--- src/sv/rdim_pkg.sv ---
// Shared constants and types for the row dedup index mapper.
package rdim_pkg;

    localparam int MAX_ROWS = 128;
    localparam int CHANNELS = 4;
    localparam int IN_CH    = 4;
    localparam int KEY_CH   = (CHANNELS < IN_CH) ? CHANNELS : IN_CH;
    localparam int KEY_W    = 8 * KEY_CH;
    localparam int IDX_W    = 7;
    localparam int CNT_W    = $clog2(MAX_ROWS + 1);
    localparam int GRP      = 8;
    localparam int NGRP     = (MAX_ROWS + GRP - 1) / GRP;

    localparam logic [IDX_W-1:0] DUP_MAX = 7'd127;

    typedef struct packed {
        logic [KEY_W-1:0] key;
        logic [IDX_W-1:0] idx;
        logic [IDX_W-1:0] origin;
    } t_entry;

    typedef struct packed {
        logic             hit;
        logic [IDX_W-1:0] idx;
        logic [IDX_W-1:0] origin;
    } t_hit;

endpackage

--- src/sv/rdim_cell.sv ---
// One table cell: holds a stored row, shifts it on insert, compares it with the query.
module rdim_cell (
    input  logic                          i_clk,
    input  logic                          i_rst_n,
    input  logic                          i_shift,
    input  logic                          i_active,
    input  rdim_pkg::t_entry              i_prev,
    input  logic [rdim_pkg::KEY_W-1:0]    i_query,
    output rdim_pkg::t_entry              o_entry,
    output rdim_pkg::t_hit                o_hit
);
    import rdim_pkg::*;

    t_entry r_entry;
    logic   r_hit;
    logic   n_hit;

    always_ff @(posedge i_clk) begin
        if (i_shift) begin
            r_entry <= i_prev;
        end
    end

    assign n_hit = i_active && (r_entry.key == i_query);

    always_ff @(posedge i_clk) begin
        if (!i_rst_n) begin
            r_hit <= 1'b0;
        end else begin
            r_hit <= n_hit;
        end
    end

    assign o_entry      = r_entry;
    assign o_hit.hit    = r_hit;
    assign o_hit.idx    = r_hit ? r_entry.idx    : '0;
    assign o_hit.origin = r_hit ? r_entry.origin : '0;

endmodule

--- config.mk ---
export PLATFORM = sky130hd
export DESIGN_NAME = rdim_cell
export DESIGN_NICKNAME = d
export VERILOG_FILES = /design/src/sv/rdim_pkg.sv /design/src/sv/rdim_cell.sv
export SDC_FILE = /design/constraint.sdc
export NUM_CORES = 1
export LEC_CHECK = 0
export BUFFER_PORTS_ARGS = -buffer_cell sky130_fd_sc_hd__buf_4
export CORE_MARGIN = 2
export CORE_UTILIZATION = 39
export DETAILED_ROUTE_END_ITERATION = 7
export GPL_TIMING_DRIVEN = 0
export PLACE_DENSITY_LB_ADDON = 0.05
export SYNTH_ARGS = -nofsm -noshare
export SYNTH_HDL_FRONTEND = slang
export SYNTH_SLANG_ARGS = --single-unit
--- constraint.sdc ---
create_clock -name i_clk -period 1.8 [get_ports i_clk]
set_input_delay 0.18 -clock i_clk [delete_from_list [all_inputs] [get_ports i_clk]]
set_output_delay 0.18 -clock i_clk [all_outputs]
set_load 0.01 [all_outputs]
==> summary.txt <==
Clocking
  • Number of buffers added for setup after CTS: 0
  • CTS Sinks: 47
  • Maximum clock path buffer count: 2
  • Number of instances resized during post-cts repair: 0
  • Number of buffers inserted during clock tree synthesis: 5
  • Post-CTS Hold Buffers: 0
  • CTS tree: built
  • Number of H-tree levels: 2
  • Insertion delay of the later-clocked pin in the worst-skew pair: approximately 0.29 ns
  • Clock-pin slew of the registers on the worst-case setup and hold paths: roughly 0.080 ns
  • Clk Tree Root Cell: clkbuf_8

Synth
  • Syn Area/Cell: 17.4 sq um
  • Count of cell types in the netlist: 12
  • Total nets after synthesis: 189
  • Flip-flop and latch count after synthesis: between 40 and 50
  • Yosys Warn Count: 0
  • Number of instances in the synthesized netlist: about 110
  • Sequential area share after synthesis: roughly three quarters
  • Netlist Area Pre-Place: approximately 1900 sq um

Routing
  • Number of violations reported at the end of detailed-routing iteration 0: 47
  • Detail-routed net length per standard cell: approximately 13 microns
  • Detailed-route vias per instance: about 4.5
  • Via count: 1391
  • Total detailed-routing wirelength: around 4100 microns
  • Initial DRT Pass Iterations: 3
  • Detail Route Antenna Nets: 0
  • Number of remaining DRC errors: 0

Layout
  • Antenna diode count: 0
  • Fillers: roughly 390
  • Number of nets in the final layout: ~340
  • Combined area of the multi-input logic cells: around 450 sq um
  • Layout Area Growth over Synthesis: 65.4%
  • Register Area: roughly 1400 sq um
  • Fraction of final layout cells sized beyond drive strength 1: between 50% and 60%
  • Layout Utilization: approximately 66%

Floorplanning
  • I/O pin count: approximately 140
  • Total die area: 5330 sq um
  • Standard-cell row count: 25
  • Std-Cell Core Area: about 4700 sq um
  • Die Y: approximately 73 microns
  • Die boundary width: 73.0 microns
  • Effective utilization at floorplan: 39.9%

Timing
  • Slew @ Worst Pin: 0.564 ns
  • Final min period: between 1 and 1.5 ns
  • Unrepaired setup endpoints after global routing: no
  • Max Fclk: between 0.6 and 0.7 GHz
  • Part of the cycle the worst path needs: a little over 80%
  • Worst setup skew after layout: ~0.0025 ns
  • Final hold violations: 0
  • Final setup viols: 0
  • Fin Setup TNS: 0 ns
  • Worst relative slew slack: between 60 and 70%
  • Final Slew Violations: 0

Place
  • DPL Wire Length: 3310 microns
  • Final RePlAce weighted congestion: between 0.7 and 0.8
  • Count of port buffers added during placement: 142

Global route
  • Initial antenna violation count: 0
  • Number of global-route vias before repair: ~1300
  • Gr busiest metal: met2
  • Routing usage on met3: slightly above 8%
  • Met2 global-route usage: around a quarter
  • Global-route wire length before repair: just under 6000 microns
  • Global-route congestion overflow total: 0
  • Met1 global-route usage: roughly 14%
  • Largest net degree at the start of global routing: 47
  • Tot GR Track Use: 14.9%

Worst hold path
  • Path class of the lowest-slack min-delay path: input port to register
  • Start point of the worst hold path: i_prev[42]

Setup path
  • Critical path launch point type: register
  • Crit path arrival time: around 1.3 ns
  • Family with the most delay on the worst path: flip-flops
  • Critical path cell sequence: clkbuf_1 -> and2_1 -> buf_4
  • Critical-path cell with the highest stage delay: dfxtp_1
  • Required arrival time at the worst endpoint: ~1.6 ns
  • Maximum fanout along the worst path: 10
  • Worst setup EP type: primary output
  • Count of buffer and inverter cells on the critical path: 2
  • Critical path startpoint: r_hit
  • Launch instance of the worst register-to-register path: o_entry[27]
  • Critical path class: register to primary output
  • Largest stage delay, worst path: around 0.4 ns

Power
  • Leak pwr: between 0.001 and 0.0015 uW
  • VDD IR max: ~560 uV
  • Power density normalized to cell area: between 700 and 800 nW/um^2

Job
  • Number of violations of the max-capacitance limit: 0

Status
  • Run status: finished, final reports clean
[cell type report]
cell class	instances	share of cell area, %
sequential	47	45.6
clock inverter	1	0.163
buffer	2	0.366
timing repair buffer	142	34.7
clock buffer	7	2.48
tap	54	2.20
multi-input combinational	58	14.5
[registers in the layout, indices dropped and copies added (netlist names)]
register  count
r_hit         1
o_entry      46
[cell usage in the layout, fill, tap and decap left out]
cell | netlist | routed
clkbuf_1 | 1 | 3
nand3_1 | 2 | 2
dfxtp_1 | 1 | 1
and2_1 | 14 | 14
or4_1 | 1 | 1
edfxtp_1 | 46 | 46
nor3_2 | 1 | 1
nand4_1 | 4 | 4
xor2_1 | 16 | 16
nor4_1 | 4 | 4
clkbuf_8 | 0 | 5
buf_4 | 1 | 143
xnor2_1 | 16 | 16
clkinv_2 | 0 | 1
[Yosys cell counts (all sizes together)]
master | instances | area (sq um)
dfxtp | 1 | 20.0
nor3 | 1 | 10.0
clkbuf | 1 | 3.75
or4 | 1 | 7.51
xnor2 | 16 | 140
and2 | 14 | 87.6
edfxtp | 46 | 1380
buf | 1 | 7.51
nand3 | 2 | 10.0
xor2 | 16 | 140
nor4 | 4 | 25.0
nand4 | 4 | 25.0
[worst reg2reg max path, cell delays in order, from the launching register on]
cell and delay (ns):
edfxtp_1 0.41, xnor2_1 0.15, nand4_1 0.11, or4_1 0.55, nor3_2 0.10
[final timing paths]
| check | end | slack, ns | cells past startpoint |
|---|---|---|---|
| max | o_hit[0] | 0.35 | 3 |
| min | o_entry[42] | 0.06 | 1 |
| max reg2reg | r_hit | 0.40 | 4 |
| min reg2reg | r_hit | 0.61 | 3 |
[metrics by stage]
stage | worst slack [ns] | instance area [sq um] | power [uW] | std cells | hold WS (ns)
final | 0.353 | 3070 | 2330 | 311 | 0.0609
after global routing | 0.222 | 3070 | 2450 | 311 | 0.0394
after CTS | 0.306 | 3070 | 2370 | 311 | 0.0493
after detailed placement | 0.391 | 2990 | 1780 | 303 | 0.359
after global placement | 0.379 | 2990 | 1770 | 303 | 0.358
after floorplan | 0.439 | 1860 | 1480 | 107 | 0.279
[power by group]
group	total, uW	leakage (uW)	internal (uW)	switching [uW]
Combinational	401	0.000848	254	147
Sequential	1350	0.000458	1300	49.4
Clock	585	0.0000422	272	312
Total	2330	0.00135	1820	509
[metal layers]
metal	vias to the layer above	part of all wire [%]
met5	-	0
met1	627	32
li1	684	-
met3	6	13
met2	74	54
met4	0	1.4
[kinds of logic after synthesis]
| family | after synthesis | share of synthesized area (%) |
|---|---|---|
| buffers and inverters | 2 | 0.606 |
| flip-flops | 47 | 75.4 |
| AND/OR/NAND/NOR | 26 | 8.89 |
| XOR/XNOR | 32 | 15.1 |
Note: power is estimated with default switching activity, not from simulation.
